**src/hw/rtl/grs_pkg.sv**
```systemverilog
// Shared types, constants and state encoding for the Golomb ruler subtree search.
`timescale 1ns / 1ps
`default_nettype none
package grs_pkg;
  localparam int MAX_MARKS_DEF = 24;
  localparam int MAX_LENGTH_DEF = 127;
  localparam int OUT_CAP = 24;
  localparam logic [4:0] MARKS_WANTED_RST = 5'd10;
  localparam logic [6:0] LENGTH_LIMIT_RST = 7'd127;
  localparam logic [0:0] REG_MARKS_WANTED = 1'b0;
  localparam logic [0:0] REG_LENGTH_LIMIT = 1'b1;

  typedef struct packed {
    logic [63:0] marks_low;
    logic [63:0] marks_high;
    logic [63:0] dist_low;
    logic [63:0] dist_high;
    logic [4:0]  marks_placed;
    logic [6:0]  prefix_length;
    logic        restart;
  } in_word_t;

  typedef struct packed {
    logic        improved;
    logic [7:0]  best_length;
    logic [6:0]  mark_position;
    logic [4:0]  mark_index;
    logic [31:0] nodes_explored;
    logic        last;
  } out_word_t;

  typedef enum logic [3:0] {
    ST_IDLE, ST_ENTRY, ST_LOAD, ST_FRAME, ST_SCAN, ST_POP, ST_EMIT_SCAN, ST_EMIT_WAIT,
    ST_SINGLE
  } state_t;

  typedef struct packed {
    logic load;
    logic entry_ok;
    logic frame_start;
    logic scan_step;
    logic pop;
    logic emit_init;
    logic emit_step;
    logic out_load;
    logic out_single;
  } cmd_t;

  typedef struct packed {
    logic entry_pass;
    logic frame_prune;
    logic scan_end;
    logic scan_push;
    logic stack_empty;
    logic improved;
    logic emit_hit;
    logic emit_done;
  } stat_t;
endpackage
`default_nettype wire

```
**src/hw/rtl/grs_ctrl.sv**
```systemverilog
// Controller state machine sequencing entry check, search walk and result emission.
`timescale 1ns / 1ps
`default_nettype none
module grs_ctrl (
  input  wire logic           clk,
  input  wire logic           rst,
  input  wire logic           in_take,
  input  wire logic           out_busy,
  input  wire grs_pkg::stat_t st,
  output grs_pkg::cmd_t       cmd,
  output logic                idle
);
  grs_pkg::state_t state, state_next;

  always_ff @(posedge clk) begin
    if (rst) state <= grs_pkg::ST_IDLE;
    else state <= state_next;
  end

  always_comb begin
    state_next = state;
    cmd = '0;
    idle = 1'b0;
    unique case (state)
      grs_pkg::ST_IDLE: begin
        idle = 1'b1;
        if (in_take) begin
          cmd.load = 1'b1;
          state_next = grs_pkg::ST_ENTRY;
        end
      end
      grs_pkg::ST_ENTRY: begin
        if (st.entry_pass) begin
          cmd.entry_ok = 1'b1;
          state_next = grs_pkg::ST_FRAME;
        end else state_next = grs_pkg::ST_SINGLE;
      end
      grs_pkg::ST_LOAD: state_next = grs_pkg::ST_FRAME;
      grs_pkg::ST_FRAME: begin
        cmd.frame_start = 1'b1;
        if (st.frame_prune) state_next = grs_pkg::ST_POP;
        else state_next = grs_pkg::ST_SCAN;
      end
      grs_pkg::ST_SCAN: begin
        cmd.scan_step = 1'b1;
        if (st.scan_push) state_next = grs_pkg::ST_LOAD;
        else if (st.scan_end) state_next = grs_pkg::ST_POP;
      end
      grs_pkg::ST_POP: begin
        cmd.pop = 1'b1;
        if (!st.stack_empty) state_next = grs_pkg::ST_LOAD;
        else if (st.improved) begin
          cmd.emit_init = 1'b1;
          state_next = grs_pkg::ST_EMIT_SCAN;
        end else state_next = grs_pkg::ST_SINGLE;
      end
      grs_pkg::ST_EMIT_SCAN: begin
        if (!out_busy) begin
          cmd.emit_step = 1'b1;
          if (st.emit_hit) begin
            cmd.out_load = 1'b1;
            if (st.emit_done) state_next = grs_pkg::ST_EMIT_WAIT;
          end else if (st.emit_done) state_next = grs_pkg::ST_EMIT_WAIT;
        end
      end
      grs_pkg::ST_EMIT_WAIT: if (!out_busy) state_next = grs_pkg::ST_IDLE;
      grs_pkg::ST_SINGLE: begin
        if (!out_busy) begin
          cmd.out_single = 1'b1;
          state_next = grs_pkg::ST_IDLE;
        end
      end
      default: state_next = grs_pkg::ST_IDLE;
    endcase
  end
endmodule
`default_nettype wire

```
**config.mk**
```make
export PLATFORM = sky130hd
export DESIGN_NAME = grs_ctrl
export DESIGN_NICKNAME = d
export VERILOG_FILES = /design/src/hw/rtl/grs_pkg.sv /design/src/hw/rtl/grs_ctrl.sv
export SDC_FILE = /design/constraint.sdc
export NUM_CORES = 1
export LEC_CHECK = 0
export BUFFER_PORTS_ARGS = -buffer_cell sky130_fd_sc_hd__buf_4
export CAP_MARGIN = 40
export CORE_AREA = 2 2 39 41
export CTS_CLUSTER_DIAMETER = 100
export DETAILED_ROUTE_END_ITERATION = 12
export DIE_AREA = 0 0 41 43
export HOLD_SLACK_MARGIN = 0.08
export PLACE_DENSITY_LB_ADDON = 0.15
export REMOVE_ABC_BUFFERS = 1
export SLEW_MARGIN = 20
export SYNTH_ARGS = -nofsm -noshare
export SYNTH_HDL_FRONTEND = slang
export SYNTH_SLANG_ARGS = --single-unit
```
**constraint.sdc**
```tcl
create_clock -name clk -period 3.3 [get_ports clk]
set_input_delay 0.165 -clock clk [delete_from_list [all_inputs] [get_ports clk]]
set_output_delay 0.165 -clock clk [all_outputs]
set_load 0.02 [all_outputs]
```
==> results.py, run 1 <==
metrics = {
    "worst_setup_path": {
        "critPathArrivalTime_ns": 2.23,
        "critPathKind": "reg -> reg",
        "worstPathRequired_ns": 3.47,
        "cp_num_buf_inv": 0,
        "cp_max_fo": 15,
        "cp-start-kind": "flop",
        "max_stage_delay_ns": 0.60,
        "worstSetupEndpointType": "flop",
        "cp_slowest_cell": "dfxtp_1",
        "crit_chain": "nor3_1, and3_4, a2111o_1, or4b_1, a21oi_1",
        "cp_top_family": "simple AND/OR/NAND/NOR gates",
    },
    "global_routing": {
        "track_usage_pct": 13.04,
        "grt_pass1_wl_mm": 1.621,
        "grt_pass1_vias": 382,
        "grt_max_degree": 18,
        "antenna_found_initial": 0,
        "grt_overflow": 0,
    },
    "route": {
        "wl_per_cell_um": 11.19,
        "drtAntennaViolNets": 0,
        "drtIter0Drc": 9,
        "viasPerCell": 5.180,
        "wl_um": 996,
        "firstDrtPassIters": 4,
        "drc": 0,
        "vias": 461,
    },
    "clock_tree": {
        "h-tree-depth": 1,
        "cts_tree": "done",
        "path_clk_slew_ns": 0.04,
        "clk_latency_ns": 0.23,
        "hold_buffers": 0,
        "clockBufferDepth": 2,
        "cts.sinks": 4,
        "cts_resized": 0,
        "numCtsBuffers": 3,
        "cts-root-buf": "clkbuf_4",
        "post_cts_buffers": 0,
    },
    "yosys": {
        "ys_seq_elements": 4,
        "synth-edff-count": 0,
        "ys.flop_type": "dfxtp_1",
        "yosysTopAreaCell": "dfxtp_1",
        "synthTopCellsByArea": "dfxtp_1 20%, a21oi_1 6.2%, nor2_1 5.5%",
        "synthTopCellsByCount": "6 x nor2_1, 5 x a21oi_1, 4 x dfxtp_1",
        "synth.distinct_cells": 32,
        "ys_warn_count": 0,
        "synth_area_um2": 406.6,
        "synth.top_cell.area_share_pct": 19.69,
        "yosysMostFrequentCell": "nor2_1",
        "async_flop_share_pct": 0,
        "synthCells": 53,
        "ys_seq_area_share_pct": 19.69,
        "avgSynthCellArea_um2": 7.672,
    },
    "timing": {
        "timing.final.max_slew_violations": 0,
        "setup_violations": 0,
        "fin_crit_sh_pct": 62.42,
        "worstMarginPinSlew_ns": 0.5012,
        "hold_viol": 0,
        "fin_hold_ws_ns": 0.1098,
        "fin_crit_ns": 2.060,
        "setup_slack_ns": 1.240,
        "fin_skew_ns": 0.004880,
        "slew_headroom_pct": 66.12,
        "rsz0062_at_grt": "no",
        "max_freq_mhz": 485.5,
        "tns_ns": 0,
    },
    "flow_run": {
        "cap_violations": 0,
    },
    "worst_hold_path": {
        "hp-class": "in -> reg",
    },
    "pwr": {
        "peakVddDrop_mv": 0.4003,
        "seqPwrFrac_pct": 31.8,
        "p_int_mw": 0.1984,
        "p_sw_mw": 0.1495,
        "switching_share_pct": 42.96,
        "power_frac_clock_pct": 16.8,
        "combPwrFrac_pct": 51.4,
        "leakagePower_nw": 0.2656,
        "p_per_area_nw_per_um2": 592.9,
    },
    "layout": {
        "nets": 87,
        "top_register": "state",
        "largest_register_ff_count": 4,
        "drive_above_1_share_pct": 36.99,
        "syn2layout_area_growth_pct": 44.31,
        "reg_top3": "state: 4 flops",
        "diodes": 0,
    },
    "place": {
        "gp_congestion": 0.7152,
        "pre_cts_ws_ns": 1.260,
        "io_buffers": 21,
        "dp_hpwl_um": 734.6,
    },
    "floorplanning": {
        "design.die.area_um2": 1763,
        "start_util_pct": 29.39,
        "io_pins": 22,
        "dieWidth_um": 41,
        "die_h_um": 43,
        "core_region_area_um2": 1384,
        "rows": 14,
    },
    "outcome": {
        "outcome": "finished, final reports clean",
    },
}
==> cell type report <==
cell class / instances / area (um2)
clock buffer: 3 / 22.52
multi-input combinational: 44 / 302.8
fill: 165 / 797.0
inverter: 1 / 3.754
timing repair buffer: 21 / 157.7
tap: 16 / 20.02
sequential: 4 / 80.08
==> logic make-up after synthesis <==
family	count (synthesis)	share of synthesized area, %
mux	2	4.923
compound gates	13	20.00
simple gates	28	47.39
buf+inv	5	5.845
xor+xnor	1	2.154
flops	4	19.69
==> path summary, 6_finish.rpt <==
check / startpoint / to / slack, ns / cells after the start
max reg2reg: state[1] / state[1] / 1.24 / 5
min: rst / state[1] / 0.11 / 2
min reg2reg: state[1] / state[1] / 0.66 / 2
max: state[1] / state[1] / 1.24 / 5
==> metal layers <==
metal  global-route usage (%)  up-vias  wire [um]
met2                    17.50       24        391
met4                        0        0          0
met1                    19.87      194        493
li1                         -      243          -
met5                        0        -          0
met3                    6.283        0        111
==> power groups by stage <==
stage               clock network [mW]  logic (mW)  registers, mW
floorplan                            0       0.124         0.0968
global placement                     0       0.180          0.109
detailed placement                   0       0.179          0.109
CTS                             0.0612       0.179          0.109
global route                    0.0652       0.198          0.116
finish                          0.0586       0.179          0.110
==> placed cells by master, fill, tap and decap left out <==
master / n
a2111o_1: 1
a211oi_1: 2
a21oi_1: 5
a31oi_1: 1
and2_1: 2
and3_1: 1
and3_2: 1
and3_4: 1
and4b_1: 1
buf_4: 21
clkbuf_4: 3
dfxtp_1: 4
inv_1: 1
mux2i_1: 2
nand2_1: 3
nand4_1: 1
nor2_1: 6
nor2b_1: 1
nor3_1: 1
nor3b_1: 1
nor4_1: 1
nor4b_1: 2
nor4bb_1: 1
nor4bb_2: 1
o21ai_0: 2
o21bai_1: 1
o22ai_1: 1
or2b_1: 1
or4_1: 1
or4b_1: 1
or4bb_1: 1
xor2_1: 1
==> through the flow <==
step           instances  power (mW)  instance area (um2)  util [%]
2_1_floorplan         49      0.2207                386.6         -
3_3_place_gp          86      0.2891                564.3     40.78
3_5_place_dp          86      0.2881                564.3     40.78
4_1_cts               89      0.3494                586.8     42.41
5_1_grt               89      0.3789                586.8     42.41
6_report              89      0.3479                586.8     42.41
Power figures use the tool's default switching activity.
==> inputs of run 2 (changes only) <==
clock period = 1.7 ns   (was 3.3 ns; I/O delays follow)
==> results.py, run 2 (same netlist as run 1, synthesis figures left out) <==
metrics = {
    "place": {
        "dpl_cell_area_um2": 654.4,
        "gp_congestion": 0.7898,
        "io_buffers": 21,
        "dp_hpwl_um": 919.8,
        "pre_cts_ws_ns": -0.05676,
    },
    "layout": {
        "syn2layout_area_growth_pct": 77.54,
        "nets": 101,
        "final_area_um2": 721.9,
        "top_register": "state",
        "reg_top3": "state: 4 flops",
        "largest_register_ff_count": 4,
        "diodes": 0,
        "final_common_cell": "buf_4",
        "drive_above_1_share_pct": 56.32,
        "layout_common_cells": "33 x buf_4, 5 x nor2_1",
    },
    "timing": {
        "setup_slack_ns": -0.03103,
        "rsz0062_at_grt": "yes",
        "fin_skew_ns": 0.002152,
        "fin_crit_sh_pct": 101.8,
        "fin_crit_ns": 1.731,
        "worstMarginPinSlew_ns": 0.4111,
        "slew_headroom_pct": 72.21,
        "timing.final.max_slew_violations": 0,
        "max_freq_mhz": 577.7,
        "fin_hold_ws_ns": 0.2449,
        "hold_viol": 0,
        "setup_violations": 2,
    },
    "route": {
        "drc": 0,
        "wl_mm": 1.250,
        "viasPerCell": 5.165,
        "wl_per_cell_um": 12.14,
        "drtIter0Drc": 0,
        "firstDrtPassIters": 1,
        "drtAntennaViolNets": 0,
        "vias": 532,
    },
    "clock_tree": {
        "cts_tree": "done",
        "clk_latency_ns": 0.24,
        "path_clk_slew_ns": 0.04,
        "clockBufferDepth": 2,
        "cts-root-buf": "clkbuf_4",
        "h-tree-depth": 1,
        "numCtsBuffers": 3,
        "cts.sinks": 4,
    },
    "floorplanning": {
        "die_h_um": 43,
        "core_region_area_um2": 1384,
        "design.die.area_um2": 1763,
        "io_pins": 22,
        "dieWidth_um": 41,
        "rows": 14,
        "start_util_pct": 29.39,
    },
    "pwr": {
        "leakagePower_nw": 0.3429,
        "peakVddDrop_mv": 0.4619,
        "p_per_area_nw_per_um2": 1100,
    },
    "worst_setup_path": {
        "crit_chain": "or4bb_4, a21oi_2, a2111o_1, or4b_1, a21oi_1",
        "cp-start-kind": "flop",
        "cp_top_family": "simple AND/OR/NAND/NOR gates",
        "worstSetupEndpointType": "flop",
        "cp_num_buf_inv": 0,
        "cp_slowest_cell": "or4b_1",
        "cp_max_fo": 5,
        "worstPathRequired_ns": 1.87,
        "critPathArrivalTime_ns": 1.90,
        "critPathKind": "reg -> reg",
        "max_stage_delay_ns": 0.52,
    },
    "worst_hold_path": {
        "hp-class": "in -> reg",
    },
    "outcome": {
        "violations": "negative setup slack",
        "outcome": "complete, but fails checks",
    },
    "global_routing": {
        "grt_overflow": 0,
        "antenna_found_initial": 0,
        "grt_pass1_vias": 463,
        "grt_pass1_wl_mm": 1.883,
        "grt_max_degree": 11,
        "track_usage_pct": 15.28,
    },
    "flow_run": {
        "cap_violations": 0,
    },
}
run 2: worst paths after layout:
kind	endpoint	from	slack [ns]	depth (start not counted)
max	state[1]	state[1]	-0.03	5
min	state[3]	st[2]	0.24	4
max reg2reg	state[1]	state[1]	-0.03	5
min reg2reg	state[1]	state[1]	0.64	3
run 2: timing repair:
action	4_1_cts	5_1_grt
pin swaps	3	4
endpoints found under the hold margin	4	0
buffers inserted	0	1
endpoints found under the setup margin	2	3
gates resized for setup	5	6
gates cloned	0	0
hold buffers	1	0
run 2: final cells by class:
cell class / instances / area [um2]
Clock buffer: 3 / 22.52
Tap cell: 16 / 20.02
Multi-Input combinational cell: 44 / 319.1
Fill cell: 146 / 661.9
Inverter: 1 / 3.754
Timing Repair Buffer: 35 / 269.0
Sequential cell: 4 / 87.58
run 2: report_power, final:
| group | total (mW) | switching, mW | internal [mW] |
|---|---|---|---|
| clock | 0.123 | 0.0437 | 0.0793 |
| combinational | 0.512 | 0.244 | 0.267 |
| sequential | 0.159 | 0.0337 | 0.126 |
| total | 0.794 | 0.322 | 0.472 |
run 2: per-layer routing:
layer  vias up  global-route usage, %  wire (um)
met1       235                  18.71        539
met3         3                  3.141        108
met2        22                  24.69        582
met4         0                  6.000         19
li1        272                      -          -
met5         -                      0          0
run 2: stage by stage:
stage	util, %	setup TNS, ns	total power [mW]	cells
CTS	50.18	-0.01738	0.7713	102
finish	52.17	-0.05132	0.7942	103
global route	52.17	-0.1706	0.8547	103
detailed placement	47.29	-0.05676	0.6398	98
global placement	47.29	-0.03506	0.6391	98
floorplan	-	-1.071	0.4285	49
run 2: tightest hold or removal path, delay by kind of cell:
| kind | cells | cell delay, ns |
|---|---|---|
| compound gates | 2 | 0.24 |
| buf+inv | 1 | 0.08 |
| simple gates | 1 | 0.04 |
==> inputs of run 3 (changes only) <==
GPL_TIMING_DRIVEN = 0   (was not set)
==> results.py, run 3 (same netlist as run 1, synthesis figures left out) <==
metrics = {
    "outcome": {
        "outcome": "finished, final reports clean",
    },
    "worst_setup_path": {
        "worstSetupEndpointType": "flop",
        "worstPathRequired_ns": 1.86,
        "cp_max_fo": 8,
        "critPathKind": "reg -> reg",
        "cp-start-kind": "flop",
        "critPathArrivalTime_ns": 1.84,
    },
    "timing": {
        "fin_crit_sh_pct": 98.93,
        "hold_viol": 0,
        "tns_ns": 0,
        "slew_headroom_pct": 78.83,
        "max_freq_mhz": 594.6,
        "setup_violations": 0,
        "rsz0062_at_grt": "yes",
        "timing.final.max_slew_violations": 0,
        "fin_skew_ns": 0.01006,
        "fin_hold_ws_ns": 0.2729,
        "worstMarginPinSlew_ns": 0.3167,
        "fin_crit_ns": 1.682,
    },
    "route": {
        "wl_mm": 1.161,
        "viasPerCell": 5.190,
        "wl_per_cell_um": 11.61,
        "drc": 0,
        "drtAntennaViolNets": 0,
        "vias": 519,
        "firstDrtPassIters": 4,
        "drtIter0Drc": 6,
    },
    "place": {
        "gp_congestion": 0.7071,
        "io_buffers": 21,
        "dp_hpwl_um": 712.9,
    },
    "layout": {
        "largest_register_ff_count": 4,
        "drive_above_1_share_pct": 54.76,
        "nets": 98,
        "nFillCells": 141,
        "reg_top3": "state: 4 flops",
        "top_register": "state",
        "syn2layout_area_growth_pct": 77.23,
        "layout_common_cells": "30 x buf_4, 6 x nor2_1, 4 x dfxtp_4",
        "utilization_pct": 52.08,
        "diodes": 0,
        "final_common_cell": "buf_4",
    },
    "floorplanning": {
        "start_util_pct": 29.39,
        "design.die.area_um2": 1763,
        "rows": 14,
        "core_region_area_um2": 1384,
        "io_pins": 22,
        "die_h_um": 43,
        "dieWidth_um": 41,
    },
    "clock_tree": {
        "h-tree-depth": 1,
        "path_clk_slew_ns": 0.04,
        "clk_latency_ns": 0.24,
        "cts-root-buf": "clkbuf_4",
        "cts_tree": "done",
        "clockBufferDepth": 2,
        "cts.sinks": 4,
        "numCtsBuffers": 3,
    },
    "global_routing": {
        "grt_max_degree": 11,
        "grt_overflow": 0,
        "grt_pass1_wl_mm": 1.828,
        "track_usage_pct": 15.23,
        "antenna_found_initial": 0,
        "grt_pass1_vias": 452,
    },
    "pwr": {
        "leakagePower_nw": 0.3318,
        "peakVddDrop_mv": 0.4235,
        "p_per_area_nw_per_um2": 1153,
    },
    "flow_run": {
        "cap_violations": 0,
    },
    "worst_hold_path": {
        "hp-class": "in -> reg",
    },
}
## run 3: cell count changes in the layout (fill, tap and decap cells not counted), sizes merged
cell,delta
buf,-3
## run 3: where the power goes
group	total (mW)	internal [mW]	switching (mW)
clock network	0.117	0.0789	0.0384
registers	0.177	0.133	0.0433
logic	0.537	0.297	0.240
total	0.831	0.509	0.322
## run 3: worst paths after layout
path / cells after the start / slack, ns / end / start
worst max-delay path: 5 / 0.02 / state[1] / state[2]
worst min-delay path: 4 / 0.27 / state[3] / st[2]
worst max register to register: 5 / 0.02 / state[1] / state[2]
worst min register to register: 3 / 0.63 / state[0] / state[3]
## run 3: final cells by class
cell class	instances	area (um2)	area share [%]
Inverter	1	3.754	0.5208
Clock buffer	3	22.52	3.125
Tap cell	16	20.02	2.778
Multi-Input combinational cell	44	324.1	44.97
Timing Repair Buffer	32	255.2	35.42
Sequential cell	4	95.09	13.19
## run 3: timing repair
| action | 4_1_cts | 5_1_grt |
|---|---|---|
| setup buffers | 10 | 0 |
| gates resized for setup | 8 | 5 |
| pin swaps | 2 | 1 |
| cloned | 0 | 0 |
| endpoints found under the hold margin | 4 | 0 |
| hold buffers | 1 | 0 |
| endpoints found under the setup margin | 6 | 2 |
## run 3: per-stage QoR
step	total power, mW	worst slack [ns]	instances	area (um2)
4_1_cts	0.8118	0.003794	100	699.4
3_3_place_gp	0.5595	-0.4026	86	564.3
6_report	0.8313	0.01813	100	720.7
3_5_place_dp	0.5599	-0.3961	86	564.3
2_1_floorplan	0.4285	-0.3918	49	386.6
5_1_grt	0.9082	-0.04022	100	720.7
## run 3: worst max-delay path, cell delays in order, from the launching register on
cell and delay (ns):
dfxtp_4 0.35, or4bb_4 0.23, a21oi_2 0.04, a2111o_1 0.39, or4b_1 0.47, a21oi_1 0.14
## run 3: per-layer routing
layer  track usage, %  part of all wire (%)  vias to the layer above  routed length [um]
met4            4.000                     0                        0                   0
met5                0                     0                        -                   0
met2            24.69                    48                       23                 560
li1                 -                     -                      265                   -
met3            6.283                   8.8                        0                 102
met1            17.57                    43                      231                 498
